==> src/rtl/chw_pkg.sv <==
package chw_pkg;

  // Fixed row offset and size limits
  localparam int ROW_START  = 0;
  localparam int MAX_PULSES = 8;
  localparam int MAX_WIDTH  = 8;

  // Hue offset divider: dividend is hue_spread * 16 (4.12 turns -> 0.16 turns)
  localparam int DIV_W     = 20;
  localparam int DIV_CNT_W = 5;

  // Colour wheel segment bounds
  localparam logic [7:0] WHEEL_SEG1 = 8'd85;
  localparam logic [7:0] WHEEL_SEG2 = 8'd170;
  localparam logic [7:0] WHEEL_MAX  = 8'd255;

  // Register indexes
  localparam logic [2:0] REG_ROW_LENGTH  = 3'd0;
  localparam logic [2:0] REG_PULSE_COUNT = 3'd1;
  localparam logic [2:0] REG_PULSE_WIDTH = 3'd2;
  localparam logic [2:0] REG_REVERSE     = 3'd3;
  localparam logic [2:0] REG_START_HUE   = 3'd4;
  localparam logic [2:0] REG_COLOR_COUNT = 3'd5;
  localparam logic [2:0] REG_HUE_SPREAD  = 3'd6;
  localparam logic [2:0] REG_BRIGHTNESS  = 3'd7;

  typedef enum logic [1:0] {
    ST_IDLE,
    ST_LOAD,
    ST_DIV,
    ST_RUN
  } seq_state_e;

  // Configuration as seen by the datapath; counts already saturated
  typedef struct packed {
    logic [7:0]  row_length;
    logic [3:0]  pulse_count;
    logic [3:0]  pulse_width;
    logic        reverse;
    logic [15:0] start_hue;
    logic [7:0]  color_count;
    logic [15:0] hue_spread;
    logic [7:0]  brightness;
  } cfg_t;

  // One pixel job from the sequencer
  typedef struct packed {
    logic        valid;
    logic [2:0]  pulse;
    logic [7:0]  pos;
    logic [15:0] hue_off;
    logic        last;
  } tok_t;

  // ceil(2^16 / count): x / (2*count) == (x * recip) >> 17 for x < 4096
  function automatic logic [16:0] pulse_recip(logic [3:0] cnt);
    logic [16:0] r;
    unique case (cnt)
      4'd2:    r = 17'd32768;
      4'd3:    r = 17'd21846;
      4'd4:    r = 17'd16384;
      4'd5:    r = 17'd13108;
      4'd6:    r = 17'd10923;
      4'd7:    r = 17'd9363;
      4'd8:    r = 17'd8192;
      default: r = 17'd65536;
    endcase
    return r;
  endfunction

  // Three-segment rainbow, first component in the low byte
  function automatic logic [23:0] wheel(logic [7:0] x);
    logic [7:0] y;
    logic [7:0] t;
    logic [23:0] c;
    if (x < WHEEL_SEG1) begin
      y = x;
    end else if (x < WHEEL_SEG2) begin
      y = x - WHEEL_SEG1;
    end else begin
      y = x - WHEEL_SEG2;
    end
    t = y + {y[6:0], 1'b0};
    if (x < WHEEL_SEG1) begin
      c = {t, 8'h00, WHEEL_MAX - t};
    end else if (x < WHEEL_SEG2) begin
      c = {WHEEL_MAX - t, t, 8'h00};
    end else begin
      c = {8'h00, WHEEL_MAX - t, t};
    end
    return c;
  endfunction

endpackage

==> src/rtl/led_pulse_color_wheel_pattern.sv <==
// Colour wheel pulse chaser for a circular LED row.
// Input channel (in_valid_i / in_stall_o / progress_i): one beat is an
// animation position, 0.16 fraction of the row. Each beat expands into
// pulse_count * pulse_width pixel writes (up to 64) on the output channel
// (out_valid_o / out_stall_i / pixel_*_o / last_o), pulse by pulse, pixel by
// pixel; last_o marks the final write. Empty rows, zero pulses or zero width
// swallow the beat and produce nothing.
// Config channel (cfg_valid_i / cfg_ready_o, always ready): write only while
// the block is idle.
// Sequence: after an input beat the sequencer computes the start pixel in
// ST_LOAD; with color_count above 1 a bit-serial divider then sets up the
// hue step in ST_DIV. Writes are then issued one per cycle, unless the output
// stalls, into a three-stage pipeline; each write passes stage 1, stage 2 and
// the stage 3 output register. The next input beat is taken once the last
// write is issued.
// An output stall freezes the whole pipeline and any write issue; nothing is
// lost or repeated. Reset empties the pipeline and restores default registers.
module led_pulse_color_wheel_pattern (
  input  logic        clk_i,
  input  logic        rst_ni,
  input  logic        cfg_valid_i,
  output logic        cfg_ready_o,
  input  logic [2:0]  cfg_index_i,
  input  logic [15:0] cfg_data_i,
  input  logic        in_valid_i,
  output logic        in_stall_o,
  input  logic [15:0] progress_i,
  output logic        out_valid_o,
  input  logic        out_stall_i,
  output logic [8:0]  pixel_index_o,
  output logic [23:0] pixel_color_o,
  output logic [7:0]  pixel_brightness_o,
  output logic        last_o
);

  logic [7:0]  row_length_q;
  logic [3:0]  pulse_count_q;
  logic [3:0]  pulse_width_q;
  logic        reverse_q;
  logic [15:0] start_hue_q;
  logic [7:0]  color_count_q;
  logic [15:0] hue_spread_q;
  logic [7:0]  brightness_q;

  chw_pkg::cfg_t cfg;
  chw_pkg::tok_t tok;
  logic          adv;

  assign cfg_ready_o = 1'b1;

  // Register file, written a beat at a time
  always_ff @(posedge clk_i or negedge rst_ni) begin
    if (!rst_ni) begin
      row_length_q  <= 8'd60;
      pulse_count_q <= 4'd1;
      pulse_width_q <= 4'd1;
      reverse_q     <= 1'b0;
      start_hue_q   <= 16'd0;
      color_count_q <= 8'd1;
      hue_spread_q  <= 16'd0;
      brightness_q  <= 8'd255;
    end else if (cfg_valid_i && cfg_ready_o) begin
      unique case (cfg_index_i)
        chw_pkg::REG_ROW_LENGTH:  row_length_q  <= cfg_data_i[7:0];
        chw_pkg::REG_PULSE_COUNT: pulse_count_q <= cfg_data_i[3:0];
        chw_pkg::REG_PULSE_WIDTH: pulse_width_q <= cfg_data_i[3:0];
        chw_pkg::REG_REVERSE:     reverse_q     <= cfg_data_i[0];
        chw_pkg::REG_START_HUE:   start_hue_q   <= cfg_data_i;
        chw_pkg::REG_COLOR_COUNT: color_count_q <= cfg_data_i[7:0];
        chw_pkg::REG_HUE_SPREAD:  hue_spread_q  <= cfg_data_i;
        chw_pkg::REG_BRIGHTNESS:  brightness_q  <= cfg_data_i[7:0];
      endcase
    end
  end

  // Counts clamp to the pulse and width limits
  always_comb begin
    cfg.row_length  = row_length_q;
    cfg.pulse_count = (pulse_count_q > 4'(chw_pkg::MAX_PULSES)) ?
                      4'(chw_pkg::MAX_PULSES) : pulse_count_q;
    cfg.pulse_width = (pulse_width_q > 4'(chw_pkg::MAX_WIDTH)) ?
                      4'(chw_pkg::MAX_WIDTH) : pulse_width_q;
    cfg.reverse     = reverse_q;
    cfg.start_hue   = start_hue_q;
    cfg.color_count = color_count_q;
    cfg.hue_spread  = hue_spread_q;
    cfg.brightness  = brightness_q;
  end

  // Sequencer walks pulses and pixels, one job per cycle while the pipeline advances
  chw_seq u_seq (
    .clk_i      (clk_i),
    .rst_ni     (rst_ni),
    .cfg_i      (cfg),
    .in_valid_i (in_valid_i),
    .in_stall_o (in_stall_o),
    .progress_i (progress_i),
    .adv_i      (adv),
    .tok_o      (tok)
  );

  // Shift, wrap, mirror and colour over three stages
  chw_pipe u_pipe (
    .clk_i              (clk_i),
    .rst_ni             (rst_ni),
    .cfg_i              (cfg),
    .tok_i              (tok),
    .adv_o              (adv),
    .out_valid_o        (out_valid_o),
    .out_stall_i        (out_stall_i),
    .pixel_index_o      (pixel_index_o),
    .pixel_color_o      (pixel_color_o),
    .pixel_brightness_o (pixel_brightness_o),
    .last_o             (last_o)
  );

endmodule

==> src/rtl/chw_div.sv <==
module chw_div (
  input  logic                       clk_i,
  input  logic                       rst_ni,
  input  logic                       start_i,
  input  logic [chw_pkg::DIV_W-1:0]  dividend_i,
  input  logic [7:0]                 divisor_i,
  output logic                       busy_o,
  output logic [chw_pkg::DIV_W-1:0]  quo_o,
  output logic [7:0]                 rem_o
);

  logic [chw_pkg::DIV_CNT_W-1:0] cnt_q, cnt_d;
  logic [chw_pkg::DIV_W-1:0]     quo_q, quo_d;
  logic [7:0]                    rem_q, rem_d;
  logic [7:0]                    dvs_q, dvs_d;
  logic [8:0]                    trial;
  logic                          ge;

  // Restoring division, one quotient bit a cycle
  always_comb begin
    trial = {rem_q, quo_q[chw_pkg::DIV_W-1]};
    ge    = trial >= {1'b0, dvs_q};
    cnt_d = cnt_q;
    quo_d = quo_q;
    rem_d = rem_q;
    dvs_d = dvs_q;
    if (start_i) begin
      cnt_d = chw_pkg::DIV_CNT_W'(chw_pkg::DIV_W);
      quo_d = dividend_i;
      rem_d = '0;
      dvs_d = divisor_i;
    end else if (cnt_q != '0) begin
      cnt_d = cnt_q - 1'b1;
      quo_d = {quo_q[chw_pkg::DIV_W-2:0], ge};
      rem_d = ge ? 8'(trial - {1'b0, dvs_q}) : trial[7:0];
    end
  end

  always_ff @(posedge clk_i or negedge rst_ni) begin
    if (!rst_ni) begin
      cnt_q <= '0;
    end else begin
      cnt_q <= cnt_d;
    end
  end

  always_ff @(posedge clk_i) begin
    quo_q <= quo_d;
    rem_q <= rem_d;
    dvs_q <= dvs_d;
  end

  assign busy_o = cnt_q != '0;
  assign quo_o  = quo_q;
  assign rem_o  = rem_q;

endmodule

==> src/rtl/chw_seq.sv <==
module chw_seq (
  input  logic             clk_i,
  input  logic             rst_ni,
  input  chw_pkg::cfg_t    cfg_i,
  input  logic             in_valid_i,
  output logic             in_stall_o,
  input  logic [15:0]      progress_i,
  input  logic             adv_i,
  output chw_pkg::tok_t    tok_o
);

  chw_pkg::seq_state_e state_q, state_d;

  logic [15:0] progress_q;
  logic [7:0]  base_q;
  logic [2:0]  j_q;
  logic [2:0]  i_q;
  logic [2:0]  k_q;
  logic [7:0]  p_q;
  logic [15:0] off_q;
  logic [7:0]  r_q;

  logic                       div_start;
  logic                       div_busy;
  logic [chw_pkg::DIV_W-1:0]  div_quo;
  logic [7:0]                 div_rem;
  logic [7:0]                 div_dvs;

  logic        accept;
  logic        empty_job;
  logic        multi_col;
  logic        last_pix;
  logic        last_pulse;
  logic        issue;
  logic [23:0] base_prod;
  logic [8:0]  r_sum;
  logic        r_carry;

  assign div_dvs   = cfg_i.color_count - 8'd1;
  assign multi_col = cfg_i.color_count > 8'd1;
  assign empty_job = (cfg_i.row_length == '0) || (cfg_i.pulse_count == '0) ||
                     (cfg_i.pulse_width == '0);
  assign accept    = in_valid_i && !in_stall_o;
  assign last_pix   = {1'b0, i_q} == (cfg_i.pulse_width - 4'd1);
  assign last_pulse = {1'b0, j_q} == (cfg_i.pulse_count - 4'd1);
  assign issue      = (state_q == chw_pkg::ST_RUN) && adv_i;
  assign base_prod  = progress_q * {16'd0, cfg_i.row_length};
  assign r_sum      = {1'b0, r_q} + {1'b0, div_rem};
  assign r_carry    = r_sum >= {1'b0, div_dvs};

  chw_div u_div (
    .clk_i      (clk_i),
    .rst_ni     (rst_ni),
    .start_i    (div_start),
    .dividend_i ({cfg_i.hue_spread, 4'd0}),
    .divisor_i  (div_dvs),
    .busy_o     (div_busy),
    .quo_o      (div_quo),
    .rem_o      (div_rem)
  );

  // Next state
  always_comb begin
    state_d = state_q;
    unique case (state_q)
      chw_pkg::ST_IDLE: begin
        if (accept && !empty_job) state_d = chw_pkg::ST_LOAD;
      end
      chw_pkg::ST_LOAD: begin
        state_d = multi_col ? chw_pkg::ST_DIV : chw_pkg::ST_RUN;
      end
      chw_pkg::ST_DIV: begin
        if (!div_busy) state_d = chw_pkg::ST_RUN;
      end
      chw_pkg::ST_RUN: begin
        if (issue && last_pix && last_pulse) state_d = chw_pkg::ST_IDLE;
      end
    endcase
  end

  // Outputs
  always_comb begin
    in_stall_o    = state_q != chw_pkg::ST_IDLE;
    div_start     = (state_q == chw_pkg::ST_LOAD) && multi_col;
    tok_o.valid   = state_q == chw_pkg::ST_RUN;
    tok_o.pulse   = j_q;
    tok_o.pos     = p_q;
    tok_o.hue_off = off_q;
    tok_o.last    = last_pix && last_pulse;
  end

  always_ff @(posedge clk_i or negedge rst_ni) begin
    if (!rst_ni) begin
      state_q <= chw_pkg::ST_IDLE;
    end else begin
      state_q <= state_d;
    end
  end

  // Pixel and pulse counters; offset tracks floor(k*S/D) as k steps
  always_ff @(posedge clk_i) begin
    if (accept) begin
      progress_q <= progress_i;
    end
    if (state_q == chw_pkg::ST_LOAD) begin
      base_q <= base_prod[23:16];
      p_q    <= base_prod[23:16];
      j_q    <= '0;
      i_q    <= '0;
      k_q    <= '0;
      off_q  <= '0;
      r_q    <= '0;
    end else if (issue) begin
      if (last_pix) begin
        i_q <= '0;
        p_q <= base_q;
        j_q <= j_q + 3'd1;
        if (!multi_col || ({5'd0, k_q} + 8'd1 == cfg_i.color_count)) begin
          k_q   <= '0;
          off_q <= '0;
          r_q   <= '0;
        end else begin
          k_q   <= k_q + 3'd1;
          off_q <= off_q + div_quo[15:0] + {15'd0, r_carry};
          r_q   <= r_carry ? 8'(r_sum - {1'b0, div_dvs}) : r_sum[7:0];
        end
      end else begin
        i_q <= i_q + 3'd1;
        p_q <= ({1'b0, p_q} + 9'd1 == {1'b0, cfg_i.row_length}) ? 8'd0 : p_q + 8'd1;
      end
    end
  end

endmodule

==> src/rtl/chw_pipe.sv <==
module chw_pipe (
  input  logic             clk_i,
  input  logic             rst_ni,
  input  chw_pkg::cfg_t    cfg_i,
  input  chw_pkg::tok_t    tok_i,
  output logic             adv_o,
  output logic             out_valid_o,
  input  logic             out_stall_i,
  output logic [8:0]       pixel_index_o,
  output logic [23:0]      pixel_color_o,
  output logic [7:0]       pixel_brightness_o,
  output logic             last_o
);

  logic        v1_q, v2_q, v3_q;
  // stage 1
  logic [11:0] num1_q;
  logic [15:0] hue1_q;
  logic [7:0]  p1_q;
  logic        last1_q;
  // stage 2
  logic [28:0] prod2_q;
  logic [7:0]  x2_q;
  logic [7:0]  p2_q;
  logic        last2_q;
  // stage 3 / output
  logic [8:0]  idx3_q;
  logic [23:0] col3_q;
  logic [7:0]  bri3_q;
  logic        last3_q;

  logic [11:0] num1_d;
  logic [16:0] hue_inv;
  logic [23:0] x_prod;
  logic [8:0]  shift;
  logic [8:0]  sum;
  logic [7:0]  a_wrap;
  logic [7:0]  a_fin;

  assign adv_o = !(v3_q && out_stall_i);

  // 2*j*len + cnt, numerator of the rounded pulse shift
  assign num1_d = {tok_i.pulse, 1'b0} * {4'd0, cfg_i.row_length} +
                  {8'd0, cfg_i.pulse_count};
  assign hue_inv = 17'h10000 - {1'b0, hue1_q};
  assign x_prod  = 24'(hue_inv) * 24'd255;
  assign shift   = prod2_q[25:17];
  assign sum     = {1'b0, p2_q} + shift;
  assign a_wrap  = (sum >= {1'b0, cfg_i.row_length}) ?
                   8'(sum - {1'b0, cfg_i.row_length}) : sum[7:0];
  assign a_fin   = cfg_i.reverse ? (cfg_i.row_length - 8'd1 - a_wrap) : a_wrap;

  always_ff @(posedge clk_i or negedge rst_ni) begin
    if (!rst_ni) begin
      v1_q <= 1'b0;
      v2_q <= 1'b0;
      v3_q <= 1'b0;
    end else if (adv_o) begin
      v1_q <= tok_i.valid;
      v2_q <= v1_q;
      v3_q <= v2_q;
    end
  end

  always_ff @(posedge clk_i) begin
    if (adv_o) begin
      num1_q  <= num1_d;
      hue1_q  <= cfg_i.start_hue + tok_i.hue_off;
      p1_q    <= tok_i.pos;
      last1_q <= tok_i.last;

      prod2_q <= 29'(num1_q) * 29'(chw_pkg::pulse_recip(cfg_i.pulse_count));
      x2_q    <= x_prod[23:16];
      p2_q    <= p1_q;
      last2_q <= last1_q;

      idx3_q  <= 9'(chw_pkg::ROW_START) + {1'b0, a_fin};
      col3_q  <= chw_pkg::wheel(x2_q);
      bri3_q  <= cfg_i.brightness;
      last3_q <= last2_q;
    end
  end

  assign out_valid_o        = v3_q;
  assign pixel_index_o      = idx3_q;
  assign pixel_color_o      = col3_q;
  assign pixel_brightness_o = bri3_q;
  assign last_o             = last3_q;

endmodule
==> config.mk <==
export PLATFORM = sky130hd
export DESIGN_NAME = led_pulse_color_wheel_pattern
export DESIGN_NICKNAME = d
export VERILOG_FILES = /design/src/rtl/chw_pkg.sv /design/src/rtl/led_pulse_color_wheel_pattern.sv /design/src/rtl/chw_div.sv /design/src/rtl/chw_seq.sv /design/src/rtl/chw_pipe.sv
export SDC_FILE = /design/constraint.sdc
export NUM_CORES = 1
export LEC_CHECK = 0
export BUFFER_PORTS_ARGS = -buffer_cell sky130_fd_sc_hd__buf_4
export CAP_MARGIN = 10
export CORE_MARGIN = 10
export CORE_UTILIZATION = 65
export DETAILED_ROUTE_END_ITERATION = 12
export PLACE_DENSITY = 0.91
export SYNTH_ARGS = -nofsm -noshare
export SYNTH_HDL_FRONTEND = slang
export SYNTH_HIERARCHICAL = 1
export SYNTH_SLANG_ARGS = --single-unit
export TNS_END_PERCENT = 100
==> constraint.sdc <==
create_clock -name clk_i -period 14.3 [get_ports clk_i]
set_clock_uncertainty 0.2 [all_clocks]
set_input_delay 3.575 -clock clk_i [delete_from_list [all_inputs] [get_ports clk_i]]
set_output_delay 3.575 -clock clk_i [all_outputs]
set_load 0.005 [all_outputs]
After elaboration in Yosys (flattened, before gate mapping)
Cells that the tools add are included.
Cells by class
  bitwise gates (word level): 0
  div/mod/pow operators: 0
  equal/unequal tests: 24
  multiply operators: 4
  add/subtract/negate cells: 26
  $lt $le $gt $ge: 8
  shift operators: 0
  reduce and logical (&&, ||, !) cells: 34
  multiplexer cells: 30
Operators with widths (number)
  $pmux W17 S7: 1
  $mux W8: 12
  $mux W24: 2
  $mux W20: 2
  $add A16 B16 Y16: 2
  $sub A8 B8 Y8: 4
  $ge A9 B8 Y1: 3
  $mul A12 B17 Y26: 1
  $mul A16 B8 Y24: 1
  $mul A17 B8 Y24 const B: 1
  $reduce_and A2 Y1: 9
  $mux W17: 1
  $sub A17 B16 Y17 const A: 1
  $add A16 B1 Y16: 1
  $eq A4 B3 Y1 const B: 4
  $mux W16: 1
  $sub A8 B1 Y8 const B: 2
  $add A12 B4 Y12: 1
  $eq A3 B3 Y1 const B: 4
  $mul A3 B8 Y11: 1
  $mux W5: 2
  $add A3 B1 Y3 const B: 3
  $add A8 B1 Y9 const B: 1
  $add A8 B8 Y9: 1
  39 further kinds: 65
Storage, ports and cells
  logic and storage cells: 164
  latch bits: 0
  bits in read-only memories: 0
  bits in registers: 297
  bits in writable memories: 0
  memories: 0
  output and inout port bits: 45

Logic depth before layout (Yosys ltp)
Gate-level depths: netlist (run 1).
  word-level depth: 9
  depth in mapped cells: 26

Hierarchy
The synthesis (run 1) kept the hierarchy.
Modules (own cells, without submodules)
  chw_pipe: sequential area each 3198.1 um^2, area an instance 15592.5 um^2, instances 1, cells each 1582
  chw_seq: sequential area each 1671.6 um^2, area an instance 8166.6 um^2, instances 1, cells each 905
  led_pulse_color_wheel_pattern: sequential area each 1645.3 um^2, area an instance 2625.0 um^2, instances 1, cells each 155
  chw_div: sequential area each 1126.1 um^2, area an instance 2192.1 um^2, instances 1, cells each 193

Worst setup path after synthesis (run 1)
Ideal clock, no wire load.
  path type: in2reg
  start: input out_stall_i
  end: register u_seq.off_q[15]
  arrival: 7.832 ns
  library setup time: 0.087 ns
  path slack: 6.181 ns
  stages: 7
  buffers on the path: 0
  cells stage by stage: nand2_1 -> nand2_1 -> a211oi_2 -> nand3b_1 -> or4_1 -> a31o_1 -> o31ai_1
Between the ends
  cells in the longest elaborated chain, start to end: 4
Ends and longest elaborated chain
  start: declaration: line led_pulse_color_wheel_pattern.sv:29  | input logic out_stall_i,
  $logic_and A1 B1 Y1: line chw_pipe.sv:40  | assign adv_o = !(v3_q && out_stall_i);
  $logic_not A1 Y1: line chw_pipe.sv:40
  $logic_and A1 B1 Y1: line chw_seq.sv:46  | assign issue = (state_q == chw_pkg::ST_RUN) && adv_i;
  $reduce_and A2 Y1 (no source line)
  end signal: assignment: line chw_seq.sv:124  | off_q <= off_q + div_quo[15:0] + {15'd0, r_carry};
  end: declaration: line chw_seq.sv:20  | logic [15:0] off_q;
Every way passes these cells.
A chain may end at the register's enable or synchronous reset.

==> results by group, run 1 <==
Run status
  – Status: finished clean

Setup path
  – CP max stage cell: nor2b_1
  – Worst setup SP type: flip-flop
  – Crit path largest cell delay: between 0.7 and 0.8 ns
  – CP bufs+invs: 3
  – R2R depth: 21
  – Worst setup EP type: flip-flop
  – Crit path max-delay family: simple AND/OR/NAND/NOR gates
  – R2r setup slk: about 6.2 ns
  – Crit path required time: ~14 ns
  – Most frequent CP cell: fa_1
  – Critical path fanouts, max: 15
  – Crit path DAT: 8.18 ns
  – Crit path kind: reg -> reg
  – Reg-to-reg critical path startpoint: pulse_count_q[3]
  – Critical-path cell list: nor2b_1 > and2b_1 > and2_1 > nor2b_1 > o21ai_0 > fa_1 > fa_1 > fa_1 > inv_1 > fa_1 > inv_1 > fa_1 > inv_1 > ha_1 > nand2_1 > nor2_1 > a211oi_1 > and4_4 > nor3_1 > nor4_1 > a211oi_1
  – RR Endpoint: u_pipe/prod2_q[23]

Timing
  – Fin. Hold Viols: 0
  – TNS Setup: 0 ns
  – Min Clock Period, post-route: between 8 and 9 ns
  – FMAX: 123.5 MHz
  – Max-slew violations: 0
  – RSZ-0062 raised after global routing: no
  – Final setup margin: between 6 and 7 ns
  – Final setup vio count: 0
  – Fin crit share: roughly 57%
  – Slew margin rel.: between 10% and 20%
  – Slew @ Worst Pin: around 1.2 ns

Yosys
  – Synth area leader: fa_1
  – Area contributors post-synth: fa_1, edfxtp_1, ha_1, inv_1, dfrtp_1
  – Synthesized area: around 0.029 mm^2
  – Mapped Cells: approximately 2,800
  – Main synth FF type: edfxtp_1
  – Synth cell types: 110
  – Synth top area share: 22.35%
  – Avg Inst Size Synth: slightly above 10 um^2
  – Fraction of registers with async set/reset: between 20 and 30%
  – Register bit total from synthesis: 280
  – Yosys warns: 6
  – Register area share after synthesis: about a quarter
  – Number of synthesized flops with an enable pin: between 150 and 200

Placement
  – Placer congestion estimate: between 0.9 and 1
  – Final HPWL DP: approximately 51,000 um
  – Worst slack, placed: 6.245 ns
  – Number of port buffers: ~80

Clock tree
  – Hold Buf Count CTS: 0
  – Clk buf depth: 3
  – CTS buffer count: 35
  – # clock sinks: 280
  – Postcts setup bufs: 0
  – CTS tree: built
  – Post-cts resize count: 0
  – Clock-pin slew on the worst setup and hold paths: around 0.06 ns
  – Htree depth: 2
  – Root Buffer: clkbuf_16
  – Clk_lat worst skew: 0.57 ns

Route
  – Met1 WL: 26,560 um
  – Number of routed nets with antenna violations: 0
  – Vias per inst: between 5 and 6
  – Wire length per cell: 19.09 um
  – Met3 wire len: 4197 um
  – DR iter-0 viols: roughly 1,800
  – 1st-pass router iterations: 6
  – DRC: 0
  – Vias post-DR: roughly 21,000
  – Met2 wire length: 33,880 um
  – Routed WL: around 67,000 um
  – Max layer used: met4

Global route
  – Antenna violations before repair: 0
  – Largest net degree at the start of global routing: 88
  – Vias in the first global route: approximately 22,000
  – GRT Total Usage: about a quarter
  – First-pass GRT wire length: about 110,000 um
  – Total gr overflow: 0

Floorplanning
  – Initial core utilization: 66.05%
  – Num rows: 76
  – Core region area: approximately 0.043 mm^2
  – DIE AREA: roughly 0.053 mm^2
  – IO Pins: 85
  – Die width: roughly 230 um
  – Die Y: 229.7 um

Hold path
  – Worst hold path class: reg -> reg
  – Hold Crit Start: u_pipe/p1_q[3]
  – Hold depth: 0
  – Hold Path Sink: u_pipe/p2_q[3]

Layout
  – Most common cell after layout, fill and taps aside: inv_1
  – Area delta synth->final: 7.780%
  – Antenna cells: 0
  – Share of layout cells above drive strength 1: between 10% and 20%
  – Nets: about 3,500
  – Commonest cells after routing, fill and taps aside: inv_1, fa_1, ha_1, nand2_1, edfxtp_1
  – Filler instances: a little under 3,000

Job
  – Max Cap Viol: 0
-- how the worst max path moves through the flow --
stage	startpoint	endpoint	slack, ns	cells after the start
final	pulse_count_q[3]	u_pipe/prod2_q[23]	6.20	21
after detailed placement	pulse_count_q[3]	u_pipe/prod2_q[23]	6.24	21
after global routing	pulse_count_q[3]	u_pipe/prod2_q[23]	5.81	21
after CTS	pulse_count_q[3]	u_pipe/prod2_q[23]	6.24	21
after global placement	pulse_count_q[3]	u_pipe/prod2_q[23]	6.60	21
after floorplan	out_stall_i	u_seq/off_q[15]	6.18	7
-- per-layer routing --
| layer | GRT usage, % | up-vias |
|---|---|---|
| met5 | 0 | - |
| met1 | 31.02 | 10372 |
| met3 | 4.100 | 185 |
| met4 | 8.980 | 0 |
| li1 | - | 9500 |
| met2 | 45.54 | 802 |
-- stage by stage --
step	cell area [um^2]	hold slack (ns)	utilization [%]	std cells
CTS	30800	0.2182	71.19	3503
floorplan	28590	0.2003	-	2838
detailed placement	29700	0.2052	68.64	3440
finish	30800	0.2213	71.19	3503
global placement	29700	0.2052	68.64	3440
global route	30800	0.2200	71.19	3503
-- cells in the mapped netlist (20+ instances only) --
master    number
clkbuf_1      55
o21a_1        23
fa_1         319
and2_1       136
nor3_1        41
nand2b_1      25
nand3_1       32
nand2_1      254
edfxtp_1     164
dfrtp_1       60
o21ai_0       84
xor2_1        46
dfxtp_1       41
xnor2_1       95
ha_1         263
inv_1        476
a21o_1        28
nor2_1       132
and3_1        20
nor2b_1       25
a21oi_1       94
mux2_2        81
-- final cells by class --
class	instances	area (um^2)	area share, %
Clock buffer	43	937.1	3.043
Sequential cell	280	7641	24.81
Multi-Input combinational cell	2003	18820	61.09
Inverter	476	1787	5.801
Clock inverter	20	166.4	0.5403
Timing Repair Buffer	96	720.7	2.340
Tap cell	585	732.0	2.377
-- state kept, by name, summed over array words and instances (netlist names), 9 cells and up --
register,cells
u_pipe/num1_q,12
u_seq/u_div/quo_o,20
hue_spread_q,16
u_pipe/prod2_q,9
u_seq/progress_q,16
u_seq/off_q,16
u_pipe/hue1_q,16
start_hue_q,16
u_pipe/pixel_color_o,24
-- kinds of logic (layout without fill, tap and decap cells) --
logic type,after synthesis,in the layout,share of synthesized area [%]
adders and majority gates,582,582,33.86
xor gates and xnor gates,141,141,4.322
AOI/OAI and AO/OA,395,395,9.392
muxes,101,101,4.076
DFF,280,280,26.74
buffers and inverters,555,635,7.509
other,3,6,0.03940
and+or+nand+nor,778,778,14.06
Power of run 1 is left out: the tool's default activity adds up to more than one toggle a clock period on the data nets, which glitch-free logic cannot reach.
==> inputs of run 2 (changes only) <==
--- a/config.mk
+++ b/config.mk
@@ -5,6 +5,7 @@
 export SDC_FILE = /design/constraint.sdc
 export NUM_CORES = 1
 export LEC_CHECK = 0
+export ABC_AREA = 1
 export BUFFER_PORTS_ARGS = -buffer_cell sky130_fd_sc_hd__buf_4
 export CAP_MARGIN = 10
 export CORE_MARGIN = 10
==> constraint.sdc (replaced) <==
create_clock -name clk_i -period 8.2 [get_ports clk_i]
set_clock_uncertainty 0.2 [all_clocks]
set_input_delay 2.05 -clock clk_i [delete_from_list [all_inputs] [get_ports clk_i]]
set_output_delay 2.05 -clock clk_i [all_outputs]
set_load 0.005 [all_outputs]
==> results by group, run 2 <==
Global route
  – Total gr overflow: 0
  – First-pass GRT wire length: between 100,000 and 150,000 um
  – Antenna violations before repair: 0
  – Vias in the first global route: between 20,000 and 30,000
  – GRT Total Usage: about 28%
  – Largest net degree at the start of global routing: 76

Clock tree
  – Post-cts resize count: 0
  – Root Buffer: clkbuf_16
  – Clk buf depth: 3
  – Postcts setup bufs: 0
  – Hold Buf Count CTS: 0
  – Clk_lat worst skew: a little under 0.6 ns
  – Clock-pin slew on the worst setup and hold paths: 0.06 ns
  – CTS tree: built
  – CTS buffer count: 34
  – Htree depth: 2
  – # clock sinks: between 200 and 300

Yosys
  – Mapped Cells: just under 4,000
  – Fraction of registers with async set/reset: a little over a quarter
  – Synth area leader: fa_1
  – Synth cell count leaders: nand2_1, inv_1, fa_1, ha_1, nor2_1
  – Most frequent cell after synthesis: nand2_1
  – Main synth FF type: edfxtp_1
  – Yosys warns: 6
  – Synthesized area: roughly 0.031 mm^2
  – Number of synthesized flops with an enable pin: ~160
  – Register area share after synthesis: between 20% and 30%
  – Synth cell types: between 50 and 60
  – Avg Inst Size Synth: a little under 8 um^2
  – Synth top area share: about a fifth
  – Register bit total from synthesis: 280
  – Area contributors post-synth: fa_1, edfxtp_1, nand2_1, ha_1, inv_1

Setup path
  – CP max stage cell: a21boi_0
  – Worst setup SP type: flip-flop
  – Crit path required time: between 8 and 9 ns
  – Crit path largest cell delay: 0.81 ns
  – Critical path fanouts, max: 13
  – Crit path max-delay family: adder cells
  – Critical path origin: pulse_count_q[3]
  – Reg-to-reg critical path startpoint: pulse_count_q[3]
  – Crit path kind: reg -> reg
  – Critical-path cell list: a21boi_0 > nand2_1 > inv_2 > nand2_4 > inv_1 > nor2_4 > nor2_1 > inv_1 > fa_1 > fa_1 > inv_1 > fa_1 > fa_1 > inv_1 > fa_1 > inv_1 > ha_1 > nand2_1 > nor2_1 > inv_1 > nor3_1 > nand2_1 > o21ai_1 > xor2_1
  – Most frequent CP cell: inv_1
  – Crit path DAT: between 7 and 8 ns
  – CP bufs+invs: 7
  – Worst setup EP type: flip-flop

Placement
  – Placer congestion estimate: ~0.99
  – Placed inst area: ~0.032 mm^2
  – Final HPWL DP: between 60,000 and 70,000 um
  – Number of port buffers: 82

Floorplanning
  – Num rows: 79
  – Initial core utilization: 65.95%
  – Core region area: around 0.047 mm^2
  – Die width: about 240 um
  – IO Pins: 85
  – Die Y: ~240 um
  – DIE AREA: between 0.05 and 0.06 mm^2

Timing
  – Max-slew violations: 0
  – TNS Setup: 0 ns
  – Min Clock Period, post-route: between 7 and 8 ns
  – Slew margin rel.: 29.51%
  – Fin. Hold Viols: 0
  – RSZ-0062 raised after global routing: no
  – Fin crit share: 87.05%
  – FMAX: between 100 and 150 MHz
  – Final setup vio count: 0
  – Slew @ Worst Pin: 1.057 ns

Route
  – DR iter-0 viols: about 2,100
  – Number of routed nets with antenna violations: 0
  – 1st-pass router iterations: 6
  – Wire length per cell: approximately 17 um
  – Vias post-DR: between 20,000 and 30,000
  – DRC: 0
  – Vias per inst: 5.545
  – Routed WL: a little under 80,000 um

Job
  – Max Cap Viol: 0

Layout
  – Commonest cells after routing, fill and taps aside: nand2_1, inv_1, fa_1, nor2_1, ha_1
  – Fin area: about 0.033 mm^2
  – Share of layout cells above drive strength 1: 6.498%
  – Area delta synth->final: 7.386%
  – Finished Core Util: 70.82%
  – Max reg flops: 24
  – Most common cell after layout, fill and taps aside: nand2_1
  – Nets: ~4,600

Hold path
  – Worst hold path class: reg -> reg
  – Hold Crit Start: u_pipe/p1_q[3]

Run status
  – Status: finished clean
## run 2: cell count changes after synthesis, moves of 25 or more
cell,change
a21oi_1,+45
and2_1,-135
inv_1,+328
mux2_2,-80
nand2_1,+852
nand2b_1,-25
nand3_1,+170
nor2_1,+130
nor2b_1,-25
xnor2_1,-59
xor2_1,+29
## run 2: per-layer routing
metal  routed length, um  part of all wire [%]  global-route usage (%)
met5                   0                     0                       0
met4                3209                   4.1                   12.20
met3                5655                   7.2                   4.350
met2               37950                    48                   47.58
met1               31450                    40                   34.20
## run 2: final cells by class
type / instances / area (um^2)
Sequential cell: 280 / 7641
Clock buffer: 52 / 1061
Fill cell: 3510 / 13640
Antenna cell: 2 / 5.005
Multi-Input combinational cell: 2730 / 19760
Tap cell: 607 / 759.5
Timing Repair Buffer: 94 / 705.7
Clock inverter: 10 / 100.1
Inverter: 820 / 3078
## run 2: metrics by stage
step | setup slack (ns) | hold WS, ns | cells
2_1_floorplan | 1.904 | 0.2003 | 3910
3_3_place_gp | 1.361 | 0.2032 | 4531
3_5_place_dp | 1.123 | 0.2064 | 4531
4_1_cts | 1.121 | 0.2091 | 4593
5_1_grt | 0.5013 | 0.2248 | 4593
6_report | 1.062 | 0.2146 | 4595
## run 2: path summary, 6_finish.rpt
kind | end | slack, ns | depth (start not counted)
max in group asynchronous | u_seq/state_q[0] | 5.72 | 1
min in group asynchronous | reverse_q | 1.44 | 1
hold reg to reg | u_pipe/p2_q[3] | 0.21 | 0
setup / recovery | u_pipe/prod2_q[23] | 1.06 | 24
setup reg to reg | u_pipe/prod2_q[23] | 1.06 | 24
hold / removal | u_pipe/p2_q[3] | 0.21 | 0
## run 2: worst register-to-register path, stage by stage, from the launching register on
cell and delay [ns]:
dfrtp_1 0.53, a21boi_0 0.81, nand2_1 0.18, inv_2 0.13
nand2_4 0.11, inv_1 0.26, nor2_4 0.14, nor2_1 0.33
inv_1 0.13, fa_1 0.52, fa_1 0.56, inv_1 0.06
fa_1 0.51, fa_1 0.55, inv_1 0.06, fa_1 0.52
inv_1 0.04, ha_1 0.33, nand2_1 0.12, nor2_1 0.16
inv_1 0.07, nor3_1 0.23, nand2_1 0.08, o21ai_1 0.17
xor2_1 0.09
## run 2: cells by family after synthesis
| kind of cell | count (synthesis) | share of synthesized area [%] |
|---|---|---|
| flops | 280 | 24.78 |
| mux | 1 | 0.03652 |
| other cells | 3 | 0.03652 |
| xor+xnor | 111 | 3.153 |
| compound gates | 298 | 5.547 |
| fa+ha+maj | 582 | 31.39 |
| buf+inv | 900 | 11.25 |
| simple gates | 1732 | 23.81 |
Power of run 2 is left out for the same reason.
